==> config.mk <==
export PLATFORM = sky130hd
export DESIGN_NAME = gnf_lattice
export DESIGN_NICKNAME = d
export VERILOG_FILES = /design/src/gradient_noise_2d_fbm_unit_macros.svh /design/src/gnf_pkg.sv /design/src/gnf_lattice.sv
export SDC_FILE = /design/constraint.sdc
export NUM_CORES = 1
export LEC_CHECK = 0
export ABC_CLOCK_PERIOD_IN_PS = 5400
export BUFFER_PORTS_ARGS = -buffer_cell sky130_fd_sc_hd__buf_2
export CORE_ASPECT_RATIO = 0.7
export CORE_MARGIN = 2
export CORE_UTILIZATION = 25
export CTS_BUF_LIST = sky130_fd_sc_hd__clkbuf_4 sky130_fd_sc_hd__clkbuf_8
export DETAILED_ROUTE_END_ITERATION = 8
export GPL_TIMING_DRIVEN = 0
export PLACE_DENSITY = 0.43
export SETUP_SLACK_MARGIN = 0.5
export SLEW_MARGIN = 10
export SYNTH_ARGS = -nofsm -noshare
export SYNTH_HDL_FRONTEND = slang
export SYNTH_SLANG_ARGS = --single-unit
==> constraint.sdc <==
create_clock -name clk -period 5.4 [get_ports clk]
set_input_delay 0.81 -clock clk [delete_from_list [all_inputs] [get_ports clk]]
set_output_delay 0.81 -clock clk [all_outputs]
set_load 0.01 [all_outputs]
==> src/gradient_noise_2d_fbm_unit_macros.svh <==
// Assertion macros for the gradient noise unit.
`ifndef GRADIENT_NOISE_2D_FBM_UNIT_MACROS_SVH
`define GRADIENT_NOISE_2D_FBM_UNIT_MACROS_SVH

// Same-cycle implication, clocked on clk, off during reset.
`define GNF_ASSERT_NOW(lbl, ante, cons, msg) \
	lbl: assert property (@(posedge clk) disable iff (!arst_n) (ante) |-> (cons)) \
		else $error(msg);

// Next-cycle implication, clocked on clk, off during reset.
`define GNF_ASSERT_NEXT(lbl, ante, cons, msg) \
	lbl: assert property (@(posedge clk) disable iff (!arst_n) (ante) |=> (cons)) \
		else $error(msg);

`endif

==> src/gnf_pkg.sv <==
// Shared types, constants and table builder for the gradient noise unit.
`timescale 1ns / 1ps
package gnf_pkg;

	localparam int OCTAVES_DEF = 2;
	localparam int SINE_DEPTH_DEF = 1024;
	localparam int FRAC_BITS_DEF = 16;

	localparam int COORD_W = 32;
	localparam int SEED_W = 32;
	localparam int OUT_W = 18;
	localparam int FRAC_W = 16;
	localparam int FREQ_W = 21;
	localparam int GRAD_W = 16;
	localparam int MAG_W = 15;
	localparam int DOT_W = 20;
	localparam int WGT_W = 18;
	localparam int INNER_W = 22;
	localparam int LERP_W = 22;
	localparam int NOISE_W = 22;
	localparam int PIPE_DEPTH = 14;

	localparam logic [FREQ_W-1:0] FREQ_BASE = 21'd5243;
	localparam logic [SEED_W-1:0] SEED_RESET = 32'd1;
	localparam logic [31:0] HASH_C1 = 32'd3284157443;
	localparam logic [31:0] HASH_C2 = 32'd1911520717;
	localparam logic [31:0] HASH_C3 = 32'd2048419325;
	localparam logic [63:0] HALF_PI_Q30 = 64'd1686629713;
	localparam logic [63:0] ONE_Q30 = 64'd1073741824;
	localparam logic [63:0] ROUND_Q16 = 64'd32768;

	typedef logic signed [COORD_W-1:0] coord_t;
	typedef logic signed [GRAD_W-1:0] grad_t;
	typedef grad_t grad_quad_t [4];
	typedef logic signed [NOISE_W-1:0] noise_t;

	typedef struct packed {
		logic [31:0] x0;
		logic [31:0] x1;
		logic [31:0] y0;
		logic [31:0] y1;
	} cell_t;

	typedef struct packed {
		logic [FRAC_W-1:0] fx;
		logic [FRAC_W-1:0] fy;
	} frac_pair_t;

	// Sine magnitude of the folded angle k / 2^lgd turns, Q1.14, rounded half-up.
	function automatic logic [MAG_W-1:0] sine_mag(input int unsigned k, input int unsigned lgd);
		logic [63:0] r;
		logic [63:0] t;
		logic [63:0] t2;
		logic [63:0] term;
		r = 64'(k) << (32 - lgd);
		t = (r * HALF_PI_Q30) >> 30;
		t2 = (t * t) >> 30;
		term = ONE_Q30 - t2 / 72;
		term = ONE_Q30 - ((t2 * term) >> 30) / 42;
		term = ONE_Q30 - ((t2 * term) >> 30) / 20;
		term = ONE_Q30 - ((t2 * term) >> 30) / 6;
		term = (t * term) >> 30;
		return MAG_W'((term + ROUND_Q16) >> 16);
	endfunction

endpackage

==> src/gnf_lattice.sv <==
// Octave frequency scaling and split of the point into lattice cell and fraction.
`timescale 1ns / 1ps
module gnf_lattice #(
	parameter int COORD_FRAC_BITS = gnf_pkg::FRAC_BITS_DEF,
	parameter int OCT_IDX = 0
) (
	input  logic                clk,
	input  logic                adv,
	input  gnf_pkg::coord_t     x_s1,
	input  gnf_pkg::coord_t     y_s1,
	output gnf_pkg::cell_t      cell_s3,
	output gnf_pkg::frac_pair_t frac_s3
);
	import gnf_pkg::*;

	localparam logic [FREQ_W-1:0] FREQ = FREQ_BASE << OCT_IDX;
	localparam int PROD_W = COORD_W + FREQ_W + 1;
	localparam int PX_W = PROD_W - 16;

	logic signed [PROD_W-1:0] prod_x, prod_y;
	logic signed [PX_W-1:0] px_s2, py_s2;
	logic signed [PX_W-1:0] sh_x, sh_y;
	logic [FRAC_W-1:0] fx, fy;

	assign prod_x = x_s1 * $signed({1'b0, FREQ});
	assign prod_y = y_s1 * $signed({1'b0, FREQ});

	always_ff @(posedge clk) begin
		if (adv) begin
			px_s2 <= prod_x[PROD_W-1:16];
			py_s2 <= prod_y[PROD_W-1:16];
		end
	end

	assign sh_x = px_s2 >>> COORD_FRAC_BITS;
	assign sh_y = py_s2 >>> COORD_FRAC_BITS;

	if (COORD_FRAC_BITS >= FRAC_W) begin : g_frac_down
		assign fx = px_s2[COORD_FRAC_BITS-1 -: FRAC_W];
		assign fy = py_s2[COORD_FRAC_BITS-1 -: FRAC_W];
	end else begin : g_frac_up
		assign fx = {px_s2[COORD_FRAC_BITS-1:0], {(FRAC_W-COORD_FRAC_BITS){1'b0}}};
		assign fy = {py_s2[COORD_FRAC_BITS-1:0], {(FRAC_W-COORD_FRAC_BITS){1'b0}}};
	end

	always_ff @(posedge clk) begin
		if (adv) begin
			cell_s3.x0 <= sh_x[31:0];
			cell_s3.x1 <= sh_x[31:0] + 32'd1;
			cell_s3.y0 <= sh_y[31:0];
			cell_s3.y1 <= sh_y[31:0] + 32'd1;
			frac_s3.fx <= fx;
			frac_s3.fy <= fy;
		end
	end

endmodule

==> impl_metrics.xml, run 1 <==
<?xml version="1.0" encoding="UTF-8"?>
<metrics>
  <group name="placement">
    <metric name="io_buffers" unit="">225</metric>
    <metric name="detailedPlacementHpwl" unit="um">47070</metric>
    <metric name="place_congestion" unit="">0.8198</metric>
    <metric name="placement.cell_area" unit="sq mm">0.02687</metric>
  </group>
  <group name="grt">
    <metric name="number_of_global_route_vias_before_repair" unit="">16430</metric>
    <metric name="grt-ovfl-total" unit="">0</metric>
    <metric name="global_route.usage.met1" unit="%">18.81</metric>
    <metric name="grt_pass1_wl" unit="um">92870</metric>
    <metric name="gr-max-usage-layer" unit="">met2</metric>
    <metric name="use_met2" unit="%">18.96</metric>
    <metric name="met3_usage" unit="%">1.787</metric>
    <metric name="antenna_found_initial" unit="">3</metric>
    <metric name="grt_max_degree" unit="">93</metric>
    <metric name="grt_use_total" unit="%">12.44</metric>
  </group>
  <group name="timing">
    <metric name="timing.final.max_slew_violations" unit="">0</metric>
    <metric name="timing.slew.headroom" unit="%">61.56</metric>
    <metric name="clock-skew-final" unit="ns">0.02126</metric>
    <metric name="finalWorstPathRequiredPeriod" unit="ns">5.459</metric>
    <metric name="rsz0062_at_grt" unit="">true</metric>
    <metric name="period_share" unit="%">101.1</metric>
    <metric name="total_negative_slack_for_setup_checks" unit="ns">-0.1915</metric>
    <metric name="finalHoldWorstSlack" unit="ns">0.4183</metric>
    <metric name="timing.fmax" unit="MHz">183.2</metric>
    <metric name="worst_slew_pin_slew" unit="ns">0.5767</metric>
    <metric name="post-route-worst-setup-slack" unit="ns">-0.05897</metric>
    <metric name="timing.final.setup_violations" unit="">7</metric>
    <metric name="final-hold-violation-count" unit="">0</metric>
  </group>
  <group name="cells_and_area">
    <metric name="layout_fillers" unit="">9374</metric>
    <metric name="layout_common_cells" unit="">768 x sky130_fd_sc_hd__inv_1, 342 x sky130_fd_sc_hd__fa_1, 232 x sky130_fd_sc_hd__ha_1, 172 x sky130_fd_sc_hd__buf_2, 154 x sky130_fd_sc_hd__buf_4</metric>
    <metric name="mostFrequentLayoutCell" unit="">sky130_fd_sc_hd__inv_1</metric>
    <metric name="final_cell_area" unit="sq mm">0.02981</metric>
    <metric name="final_layout_size_suffix_gt1_share" unit="%">28.43</metric>
    <metric name="area_delta_synth_final" unit="%">29.54</metric>
    <metric name="final_nets" unit="">3386</metric>
  </group>
  <group name="detailed_routing">
    <metric name="routedWlPerCell" unit="um">14.76</metric>
    <metric name="avgViaCountPerCell" unit="">3.936</metric>
    <metric name="dr.first_iter.drc_count" unit="">586</metric>
    <metric name="aggregate_routed_wire_length" unit="um">57230</metric>
    <metric name="vias" unit="">15260</metric>
    <metric name="drc" unit="">0</metric>
    <metric name="drtPass1Iterations" unit="">5</metric>
    <metric name="route.antenna.remaining_nets" unit="">0</metric>
  </group>
  <group name="outcome">
    <metric name="outcome" unit="">finished, violations left</metric>
    <metric name="failed_checks" unit="">negative setup slack</metric>
  </group>
  <group name="logic_synthesis">
    <metric name="synth_edf_count" unit="">150</metric>
    <metric name="postSynthAreaPerCell" unit="sq um">10.11</metric>
    <metric name="async_flop_share" unit="%">0</metric>
    <metric name="synthesis.area" unit="sq mm">0.02302</metric>
    <metric name="post_synth_top_flop" unit="">sky130_fd_sc_hd__edfxtp_1</metric>
    <metric name="synthCells" unit="">2276</metric>
    <metric name="synth.distinct_cells" unit="">62</metric>
    <metric name="yosysSeqAreaShare" unit="%">19.57</metric>
    <metric name="synth-seq-cells" unit="">150</metric>
    <metric name="synth_fp_nets" unit="">3033</metric>
    <metric name="synthesis.yosys.warnings" unit="">0</metric>
  </group>
  <group name="setup_path">
    <metric name="crit_required" unit="ns">5.68</metric>
    <metric name="path_cells" unit="">buf_4 &gt; ha_4 &gt; fa_2 &gt; fa_1 &gt; fa_1 &gt; fa_2 &gt; inv_1 &gt; fa_1 &gt; inv_1 &gt; ha_4 &gt; nand2_4 &gt; o21ai_4 &gt; a21o_1 &gt; a21oi_2 &gt; o31ai_1 &gt; a31o_1 &gt; buf_6 &gt; buf_12 &gt; buf_6 &gt; a221oi_4 &gt; xnor2_1</metric>
    <metric name="worst-r2r-cell-count" unit="">5</metric>
    <metric name="critPathLaunch" unit="">x_s1[22]</metric>
    <metric name="cpLargestDelayFamily" unit="">adder cells</metric>
    <metric name="worst_r2r_startpoint" unit="">py_s2[16]</metric>
    <metric name="start_kind" unit="">input pin</metric>
    <metric name="critical_path_peak_fanout" unit="">5</metric>
    <metric name="cpMostUsedCell" unit="">sky130_fd_sc_hd__fa_1</metric>
    <metric name="critical_path_class" unit="">input pin to flip-flop</metric>
    <metric name="wp_buf_inv" unit="">6</metric>
    <metric name="timing.critical_path.slowest_stage_cell" unit="">sky130_fd_sc_hd__fa_2</metric>
    <metric name="setup.worst_path.end_class" unit="">flip-flop</metric>
    <metric name="critical_path.max_stage_delay" unit="ns">0.58</metric>
    <metric name="arrival" unit="ns">5.74</metric>
    <metric name="stages_on_the_worst_setup_path" unit="">21</metric>
  </group>
  <group name="floorplan">
    <metric name="die-height" unit="um">257.9</metric>
    <metric name="fp.coreArea" unit="sq mm">0.09158</metric>
    <metric name="area_enclosed_by_the_die_boundary" unit="sq mm">0.09455</metric>
    <metric name="die-width" unit="um">366.7</metric>
    <metric name="floorplan.initialDensity" unit="%">25.13</metric>
    <metric name="placement_row_count" unit="">93</metric>
    <metric name="design.portCount" unit="">226</metric>
  </group>
  <group name="min_path">
    <metric name="hold_path_startpoint" unit="">px_s2[0]</metric>
    <metric name="hold_path_cells" unit="">0</metric>
    <metric name="hold_class" unit="">flip-flop to flip-flop</metric>
  </group>
  <group name="clock_network">
    <metric name="h-tree-depth" unit="">4</metric>
    <metric name="clk-insertion-delay-late" unit="ns">0.54</metric>
    <metric name="clock_sinks" unit="">150</metric>
    <metric name="tritoncts.num_buffers" unit="">17</metric>
    <metric name="clkTransAtPathRegs" unit="ns">0.10</metric>
    <metric name="clock_tree.buffer_depth" unit="">2</metric>
    <metric name="cts_tree" unit="">done</metric>
    <metric name="clockRootBuffer" unit="">sky130_fd_sc_hd__clkbuf_8</metric>
  </group>
  <group name="run">
    <metric name="cap_viol_max_count" unit="">0</metric>
  </group>
</metrics>
-- area by class of cell --
type	instances	area, sq um	share of cell area (%)
Buffer	84	636.9	2.136
Multi-Input combinational cell	1234	17100	57.35
Sequential cell	150	4504	15.11
Antenna cell	1	2.502	0.008393
Tap cell	1235	1545	5.183
Clock inverter	13	138.9	0.4658
Clock buffer	19	249.0	0.8351
Timing Repair Buffer	334	2599	8.716
Inverter	808	3040	10.20
-- synth_stat cells, drive strengths merged (3+ instances only) --
master / instances / area (sq um)
nor3: 13 / 65.06
nor4: 5 / 31.28
o2111ai: 3 / 26.28
nor2b: 7 / 43.79
or2: 3 / 18.77
nor2: 31 / 116.4
inv: 808 / 3033
nand2: 59 / 224.0
o21bai: 9 / 67.56
a21o: 22 / 165.2
clkbuf: 12 / 45.04
buf: 72 / 540.5
ha: 326 / 4079
xor2: 33 / 289.0
a21oi: 88 / 447.9
xnor2: 82 / 718.2
a31oi: 6 / 37.54
o21ai: 41 / 209.0
nand4: 15 / 93.84
or3: 6 / 37.54
mux2i: 9 / 90.09
and3: 9 / 57.56
edfxtp: 150 / 4504
fa: 365 / 7307
o21a: 10 / 75.07
o211ai: 10 / 85.08
a211oi: 5 / 37.54
and2: 5 / 31.28
a31o: 5 / 43.79
a21boi: 3 / 22.52
nand3: 31 / 155.2
a2111oi: 3 / 32.53
a221oi: 3 / 32.53
-- registers in the layout, indices dropped and copies added, names as in the netlist --
| name | count |
|---|---|
| py_s2 | 30 |
| px_s2 | 30 |
| frac_s3 | 32 |
| cell_s3 | 58 |
-- metrics by stage --
step                      setup slack [ns]  utilization [%]  instances
after global routing               -0.2089            32.56       3878
final                             -0.05897            32.56       3878
after detailed placement            -1.328            29.34       3737
after CTS                         -0.01018            31.55       3834
after global placement              -1.376            29.30       3736
after floorplan                    -0.2417                -       2276
-- layer usage --
layer  vias to the layer above  share of wire (%)
li1                       7570                  -
met5                         -                  0
met3                        24                2.2
met4                         0               0.75
met2                       137                 45
met1                      7531                 52
-- what timing repair did --
item                                    4_1_cts  5_1_grt
pin swaps                                   128       91
endpoints found under the setup margin       54       53
hold buffers                                  0        0
setup buffers                                65       43
gates resized for setup                     257      134
-- final timing paths --
check | endpoint | slack [ns]
max reg2reg | cell_s3[12] | 3.65
min reg2reg | frac_s3[16] | 0.42
max | px_s2[27] | -0.06
min | frac_s3[16] | 0.42
-- cell families (layout without fill, tap and decap cells) --
group	count (synthesis)	count (layout)	synth area share (%)
AOI/OAI and AO/OA	229	229	6.393
xor gates and xnor gates	115	115	4.376
adders and majority gates	691	691	49.47
buffers and inverters	892	1258	15.72
DFF	150	150	19.57
muxes	11	11	0.4893
other	0	1	0
and+or+nand+nor	188	188	3.979
-- worst register-to-register path, cell delays in order (launching register included) --
cell	delay [ns]
sky130_fd_sc_hd__edfxtp_1	0.46
sky130_fd_sc_hd__ha_1	0.25
sky130_fd_sc_hd__nand3_1	0.21
sky130_fd_sc_hd__nor2_1	0.31
sky130_fd_sc_hd__nand3_1	0.14
sky130_fd_sc_hd__xnor2_1	0.14
Power of run 1 is left out: the tool's default activity adds up to more than one toggle a clock period on the data nets, which glitch-free logic cannot reach.
==> run 2, diff against run 1 <==
--- a/config.mk
+++ b/config.mk
@@ -6,7 +6,7 @@
 export NUM_CORES = 1
 export LEC_CHECK = 0
 export ABC_CLOCK_PERIOD_IN_PS = 5400
-export BUFFER_PORTS_ARGS = -buffer_cell sky130_fd_sc_hd__buf_2
+export BUFFER_PORTS_ARGS = -buffer_cell sky130_fd_sc_hd__buf_4
 export CORE_ASPECT_RATIO = 0.7
 export CORE_MARGIN = 2
 export CORE_UTILIZATION = 25
==> run 2 against run 1 <==
The run still ends with negative setup slack left. First-iteration DRC count shrank 23%. Global-route usage up 0.19 points. Clock-buffer cell count fell by 2. Non-clock buffer count decreased by 13. Critical path depth grew 1. Setup slack lost 0.090 ns. Clock skew rose by 0.0048 ns. Fmax decreased by 1.6%. Sequential share of layout area is essentially flat. Register-to-register slack about the same. Flip-flop and latch count stayed put. Via count shrank 0.20%. Critical path type unchanged. Highest routed layer unchanged.
==> impl_metrics.xml, run 2 (synthesis results as in run 1) <==
<?xml version="1.0" encoding="UTF-8"?>
<metrics>
  <group name="outcome">
    <metric name="outcome" unit="">finished, violations left</metric>
    <metric name="failed_checks" unit="">negative setup slack</metric>
  </group>
  <group name="cells_and_area">
    <metric name="layout_fillers" unit="">9413</metric>
    <metric name="layout_top_registers" unit="">cell_s3 x58, frac_s3 x32</metric>
    <metric name="regMostFlops" unit="">cell_s3</metric>
    <metric name="area_delta_synth_final" unit="%">29.63</metric>
    <metric name="final_nets" unit="">3373</metric>
    <metric name="final_layout_size_suffix_gt1_share" unit="%">27.27</metric>
    <metric name="mostFrequentLayoutCell" unit="">sky130_fd_sc_hd__inv_1</metric>
    <metric name="final_cells" unit="">3865</metric>
    <metric name="flip_flop_count_of_the_largest_register_all_copies_and_words_added" unit="">58</metric>
    <metric name="layout_common_cells" unit="">771 x sky130_fd_sc_hd__inv_1, 344 x sky130_fd_sc_hd__fa_1, 329 x sky130_fd_sc_hd__buf_4, 243 x sky130_fd_sc_hd__ha_1, 150 x sky130_fd_sc_hd__edfxtp_1</metric>
  </group>
  <group name="grt">
    <metric name="grt_pass1_wl" unit="um">93880</metric>
    <metric name="grt-ovfl-total" unit="">0</metric>
    <metric name="number_of_global_route_vias_before_repair" unit="">16560</metric>
    <metric name="grt_max_degree" unit="">86</metric>
    <metric name="grt_use_total" unit="%">12.63</metric>
    <metric name="antenna_found_initial" unit="">1</metric>
  </group>
  <group name="floorplan">
    <metric name="die-width" unit="um">366.7</metric>
    <metric name="fp.coreArea" unit="sq mm">0.09158</metric>
    <metric name="placement_row_count" unit="">93</metric>
    <metric name="floorplan.initialDensity" unit="%">25.13</metric>
    <metric name="area_enclosed_by_the_die_boundary" unit="sq mm">0.09455</metric>
    <metric name="design.portCount" unit="">226</metric>
    <metric name="die-height" unit="um">257.9</metric>
  </group>
  <group name="setup_path">
    <metric name="worst-r2r-cell-count" unit="">5</metric>
    <metric name="arrival" unit="ns">5.82</metric>
    <metric name="crit_required" unit="ns">5.67</metric>
    <metric name="critical_path_class" unit="">input pin to flip-flop</metric>
    <metric name="critical_path_peak_fanout" unit="">5</metric>
    <metric name="rr_endpoint" unit="">cell_s3[12]</metric>
    <metric name="setup.worst_path.end_class" unit="">flip-flop</metric>
    <metric name="start_kind" unit="">input pin</metric>
    <metric name="regToRegSetupSlack" unit="ns">3.66</metric>
    <metric name="worst_r2r_startpoint" unit="">py_s2[16]</metric>
  </group>
  <group name="min_path">
    <metric name="hold_class" unit="">flip-flop to flip-flop</metric>
    <metric name="hold_path_startpoint" unit="">px_s2[3]</metric>
    <metric name="worstHoldEndpoint" unit="">frac_s3[19]</metric>
    <metric name="hold_path_cells" unit="">0</metric>
  </group>
  <group name="placement">
    <metric name="place.detailed.instances" unit="">3737</metric>
    <metric name="detailedPlacementHpwl" unit="um">47940</metric>
    <metric name="place_congestion" unit="">0.8442</metric>
    <metric name="io_buffers" unit="">225</metric>
  </group>
  <group name="clock_network">
    <metric name="tritoncts.num_buffers" unit="">17</metric>
    <metric name="h-tree-depth" unit="">4</metric>
    <metric name="clk-insertion-delay-late" unit="ns">0.55</metric>
    <metric name="clkTransAtPathRegs" unit="ns">0.10</metric>
    <metric name="clockRootBuffer" unit="">sky130_fd_sc_hd__clkbuf_8</metric>
    <metric name="cts_tree" unit="">done</metric>
    <metric name="clock_tree.buffer_depth" unit="">2</metric>
    <metric name="clock_sinks" unit="">150</metric>
    <metric name="ctsHoldBuffers" unit="">0</metric>
  </group>
  <group name="timing">
    <metric name="finalWorstPathRequiredPeriod" unit="ns">5.549</metric>
    <metric name="timing.fmax" unit="MHz">180.2</metric>
    <metric name="final-hold-violation-count" unit="">0</metric>
    <metric name="timing.final.setup_violations" unit="">10</metric>
    <metric name="rsz0062_at_grt" unit="">true</metric>
    <metric name="clock-skew-final" unit="ns">0.02602</metric>
    <metric name="post-route-worst-setup-slack" unit="ns">-0.1485</metric>
    <metric name="timing.slew.headroom" unit="%">61.61</metric>
    <metric name="timing.final.max_slew_violations" unit="">0</metric>
    <metric name="worst_slew_pin_slew" unit="ns">0.5758</metric>
    <metric name="period_share" unit="%">102.8</metric>
  </group>
  <group name="detailed_routing">
    <metric name="drc" unit="">0</metric>
    <metric name="aggregate_routed_wire_length" unit="um">57410</metric>
    <metric name="route.antenna.remaining_nets" unit="">0</metric>
    <metric name="routedWlPerCell" unit="um">14.85</metric>
    <metric name="drtPass1Iterations" unit="">5</metric>
    <metric name="dr.first_iter.drc_count" unit="">453</metric>
    <metric name="avgViaCountPerCell" unit="">3.941</metric>
    <metric name="vias" unit="">15230</metric>
  </group>
  <group name="run">
    <metric name="cap_viol_max_count" unit="">0</metric>
  </group>
</metrics>
run 2: through the flow:
stage	hold slack (ns)	instance area [sq um]	util, %	worst slack, ns	setup TNS (ns)
floorplan	0.4003	24160	-	-0.2417	-0.6142
global placement	0.4063	27390	29.91	-1.100	-30.26
detailed placement	0.4045	27430	29.95	-1.100	-29.61
CTS	0.4212	29220	31.90	0.01707	0
global route	0.4273	29830	32.58	-0.2847	-3.008
finish	0.4197	29830	32.58	-0.1485	-0.5599
run 2: layer usage:
metal,GRT usage (%),part of all wire (%),wire length (um)
met1,18.75,52,29780
met2,19.55,45,25790
met3,1.733,2.3,1311
met4,2.526,0.92,527
met5,0,0,0
run 2: layout make-up:
class / instances / area [sq um] / area share (%)
multi-input cells: 1234 / 16880 / 56.59
flip-flops and latches: 150 / 4504 / 15.10
inverters: 808 / 3047 / 10.21
repair buffers: 321 / 2830 / 9.486
well taps: 1235 / 1545 / 5.179
plain buffers: 84 / 631.9 / 2.118
clock buffers: 17 / 234.0 / 0.7842
clock inverters: 15 / 156.4 / 0.5242
diodes: 1 / 2.502 / 0.008387
run 2: worst max-delay path, cell delays in order:
cell and delay (ns):
sky130_fd_sc_hd__buf_12 0.11, sky130_fd_sc_hd__ha_4 0.23, sky130_fd_sc_hd__fa_1 0.50, sky130_fd_sc_hd__inv_2 0.04
sky130_fd_sc_hd__fa_1 0.49, sky130_fd_sc_hd__inv_1 0.05, sky130_fd_sc_hd__fa_1 0.46, sky130_fd_sc_hd__fa_1 0.50
sky130_fd_sc_hd__inv_1 0.05, sky130_fd_sc_hd__fa_1 0.49, sky130_fd_sc_hd__inv_2 0.05, sky130_fd_sc_hd__ha_4 0.28
sky130_fd_sc_hd__nand4_1 0.13, sky130_fd_sc_hd__nor3_2 0.21, sky130_fd_sc_hd__nand4_1 0.12, sky130_fd_sc_hd__buf_6 0.17
sky130_fd_sc_hd__a311oi_2 0.20, sky130_fd_sc_hd__buf_4 0.18, sky130_fd_sc_hd__o2111ai_4 0.17, sky130_fd_sc_hd__a211oi_2 0.32
sky130_fd_sc_hd__o21ai_1 0.11, sky130_fd_sc_hd__xnor2_1 0.13
run 2: how the worst max path moves through the flow:
stage / startpoint / cells past startpoint / endpoint / slack [ns]
after global routing: x_s1[13] / 22 / px_s2[29] / -0.28
after CTS: y_s1[20] / 20 / py_s2[28] / 0.02
final: x_s1[13] / 22 / px_s2[29] / -0.15
after global placement: x_s1[31] / 18 / px_s2[29] / -1.10
after detailed placement: x_s1[31] / 18 / px_s2[29] / -1.10
after floorplan: y_s1[25] / 19 / py_s2[28] / -0.24
run 2: what timing repair did:
| item | 4_1_cts | 5_1_grt |
|---|---|---|
| resized for setup | 178 | 104 |
| setup buffers | 69 | 26 |
| pin swaps | 107 | 100 |
| endpoints found under the setup margin | 52 | 54 |
Power of run 2 is left out for the same reason.
==> run 3, diff against run 2 <==
--- a/config.mk
+++ b/config.mk
@@ -13,7 +13,7 @@
 export CTS_BUF_LIST = sky130_fd_sc_hd__clkbuf_4 sky130_fd_sc_hd__clkbuf_8
 export DETAILED_ROUTE_END_ITERATION = 8
 export GPL_TIMING_DRIVEN = 0
-export PLACE_DENSITY = 0.43
+export PLACE_DENSITY = 0.42
 export SETUP_SLACK_MARGIN = 0.5
 export SLEW_MARGIN = 10
 export SYNTH_ARGS = -nofsm -noshare
==> run 3 against run 2 <==
The run still ends with negative setup slack left. Fmax is 0.93% higher. Sequential share of layout area is 0.10 points higher. Non-clock buffer count is 9 lower. Via count is 0.72% lower. Clock skew is 0.0089 ns lower. Final cell count is 0.23% lower. Die area stayed put. Wire length is 0.72% higher. Final area is 0.68% lower. Clock-buffer cell count is 1 higher. Core utilization is 0.22 points lower. Highest routed layer unchanged.
==> impl_metrics.xml, run 3 (synthesis results as in run 1) <==
<?xml version="1.0" encoding="UTF-8"?>
<metrics>
  <group name="timing">
    <metric name="final-hold-violation-count" unit="">0</metric>
    <metric name="clock-skew-final" unit="ns">0.01709</metric>
    <metric name="rsz0062_at_grt" unit="">true</metric>
    <metric name="timing.fmax" unit="MHz">181.9</metric>
    <metric name="timing.final.setup_violations" unit="">11</metric>
    <metric name="period_share" unit="%">101.8</metric>
    <metric name="finalWorstPathRequiredPeriod" unit="ns">5.497</metric>
    <metric name="timing.final.max_slew_violations" unit="">0</metric>
    <metric name="worst_slew_pin_slew" unit="ns">0.5810</metric>
    <metric name="total_negative_slack_for_setup_checks" unit="ns">-0.4435</metric>
    <metric name="timing.slew.headroom" unit="%">61.27</metric>
    <metric name="post-route-worst-setup-slack" unit="ns">-0.09721</metric>
  </group>
  <group name="setup_path">
    <metric name="critical_path_peak_fanout" unit="">6</metric>
    <metric name="setup.worst_path.end_class" unit="">flip-flop</metric>
    <metric name="crit_required" unit="ns">5.72</metric>
    <metric name="critical_path_class" unit="">input pin to flip-flop</metric>
    <metric name="start_kind" unit="">input pin</metric>
    <metric name="arrival" unit="ns">5.81</metric>
  </group>
  <group name="floorplan">
    <metric name="die-width" unit="um">366.7</metric>
    <metric name="placement_row_count" unit="">93</metric>
    <metric name="area_enclosed_by_the_die_boundary" unit="sq mm">0.09455</metric>
    <metric name="design.portCount" unit="">226</metric>
    <metric name="floorplan.initialDensity" unit="%">25.13</metric>
    <metric name="die-height" unit="um">257.9</metric>
    <metric name="fp.coreArea" unit="sq mm">0.09158</metric>
  </group>
  <group name="cells_and_area">
    <metric name="mostFrequentLayoutCell" unit="">sky130_fd_sc_hd__inv_1</metric>
    <metric name="area_delta_synth_final" unit="%">28.75</metric>
    <metric name="layout_top_registers" unit="">cell_s3 x58, frac_s3 x32</metric>
    <metric name="flip_flop_count_of_the_largest_register_all_copies_and_words_added" unit="">58</metric>
    <metric name="final_layout_size_suffix_gt1_share" unit="%">26.11</metric>
    <metric name="final_cell_area" unit="sq mm">0.02963</metric>
    <metric name="final_nets" unit="">3364</metric>
    <metric name="layout_fillers" unit="">9452</metric>
    <metric name="regMostFlops" unit="">cell_s3</metric>
    <metric name="layout_common_cells" unit="">780 x sky130_fd_sc_hd__inv_1, 346 x sky130_fd_sc_hd__fa_1, 324 x sky130_fd_sc_hd__buf_4, 242 x sky130_fd_sc_hd__ha_1, 150 x sky130_fd_sc_hd__edfxtp_1</metric>
  </group>
  <group name="detailed_routing">
    <metric name="dr.first_iter.drc_count" unit="">490</metric>
    <metric name="aggregate_routed_wire_length" unit="um">57820</metric>
    <metric name="route.antenna.remaining_nets" unit="">0</metric>
    <metric name="drtPass1Iterations" unit="">5</metric>
    <metric name="drc" unit="">0</metric>
    <metric name="avgViaCountPerCell" unit="">3.922</metric>
    <metric name="vias" unit="">15120</metric>
    <metric name="routedWlPerCell" unit="um">14.99</metric>
  </group>
  <group name="grt">
    <metric name="antenna_found_initial" unit="">1</metric>
    <metric name="grt-ovfl-total" unit="">0</metric>
    <metric name="grt_max_degree" unit="">87</metric>
    <metric name="grt_pass1_wl" unit="um">94090</metric>
    <metric name="grt_use_total" unit="%">12.73</metric>
    <metric name="number_of_global_route_vias_before_repair" unit="">16460</metric>
  </group>
  <group name="clock_network">
    <metric name="ctsHoldBuffers" unit="">0</metric>
    <metric name="clock_sinks" unit="">150</metric>
    <metric name="clock_tree.buffer_depth" unit="">2</metric>
    <metric name="clk-insertion-delay-late" unit="ns">0.57</metric>
    <metric name="h-tree-depth" unit="">4</metric>
    <metric name="tritoncts.num_buffers" unit="">17</metric>
    <metric name="clkTransAtPathRegs" unit="ns">0.09</metric>
    <metric name="cts_tree" unit="">done</metric>
    <metric name="clockRootBuffer" unit="">sky130_fd_sc_hd__clkbuf_8</metric>
  </group>
  <group name="placement">
    <metric name="placement.cell_area" unit="sq mm">0.02743</metric>
    <metric name="detailedPlacementHpwl" unit="um">48030</metric>
    <metric name="io_buffers" unit="">225</metric>
    <metric name="place_congestion" unit="">0.8348</metric>
  </group>
  <group name="run">
    <metric name="cap_viol_max_count" unit="">0</metric>
  </group>
  <group name="min_path">
    <metric name="hold_class" unit="">flip-flop to flip-flop</metric>
  </group>
  <group name="outcome">
    <metric name="outcome" unit="">finished, violations left</metric>
    <metric name="failed_checks" unit="">negative setup slack</metric>
  </group>
</metrics>
[run 3: final timing paths]
kind,slack [ns],to,cells past startpoint,start
worst max register to register,3.51,cell_s3[12],5,py_s2[16]
worst max-delay path,-0.1,px_s2[29],22,x_s1[13]
worst min-delay path,0.42,frac_s3[19],0,px_s2[3]
worst min register to register,0.42,frac_s3[19],0,px_s2[3]
[run 3: worst max-delay path, stage by stage]
cell,delay (ns)
sky130_fd_sc_hd__buf_8,0.12
sky130_fd_sc_hd__ha_4,0.22
sky130_fd_sc_hd__fa_1,0.48
sky130_fd_sc_hd__inv_1,0.05
sky130_fd_sc_hd__fa_1,0.48
sky130_fd_sc_hd__inv_1,0.05
sky130_fd_sc_hd__fa_1,0.46
sky130_fd_sc_hd__fa_1,0.54
sky130_fd_sc_hd__inv_2,0.04
sky130_fd_sc_hd__fa_1,0.52
sky130_fd_sc_hd__inv_2,0.05
sky130_fd_sc_hd__ha_4,0.28
sky130_fd_sc_hd__nand4_1,0.09
sky130_fd_sc_hd__nor3_2,0.18
sky130_fd_sc_hd__nand4_1,0.11
sky130_fd_sc_hd__buf_6,0.16
sky130_fd_sc_hd__a311oi_2,0.24
sky130_fd_sc_hd__buf_4,0.19
sky130_fd_sc_hd__o2111ai_4,0.16
sky130_fd_sc_hd__a211oi_2,0.34
sky130_fd_sc_hd__o21ai_1,0.11
sky130_fd_sc_hd__xnor2_1,0.13
[run 3: area by class of cell]
cell class / count / area, sq um / area share [%]
multi-input combinational: 1234 / 16780 / 56.62
sequential: 150 / 4504 / 15.20
inverter: 808 / 3044 / 10.27
timing repair buffer: 312 / 2710 / 9.146
tap: 1235 / 1545 / 5.215
buffer: 84 / 630.6 / 2.128
clock buffer: 18 / 241.5 / 0.8149
clock inverter: 14 / 175.2 / 0.5911
antenna: 1 / 2.502 / 0.008445
[run 3: timing repair]
action / in CTS / in global routing
gates cloned: 0 / 0
pin swaps: 92 / 87
setup endpoints to repair: 52 / 53
buffers inserted: 58 / 28
resized for setup: 172 / 72
[run 3: per-stage QoR]
step / hold WS (ns) / util, % / setup WS (ns) / instances
2_1_floorplan: 0.4003 / - / -0.2417 / 2276
3_3_place_gp: 0.4088 / 29.91 / -1.108 / 3736
3_5_place_dp: 0.4061 / 29.95 / -1.152 / 3737
4_1_cts: 0.4190 / 31.78 / -0.01813 / 3827
5_1_grt: 0.4389 / 32.36 / -0.2065 / 3856
6_report: 0.4227 / 32.36 / -0.09721 / 3856
[run 3: layer usage]
metal / routed length [um] / GRT usage (%) / vias to the layer above
met5: 0 / 0 / -
met4: 741 / 2.766 / 0
met3: 1437 / 2.052 / 38
met2: 25520 / 19.13 / 128
met1: 30120 / 19.08 / 7415
li1: - / - / 7541
Power of run 3 is left out for the same reason.
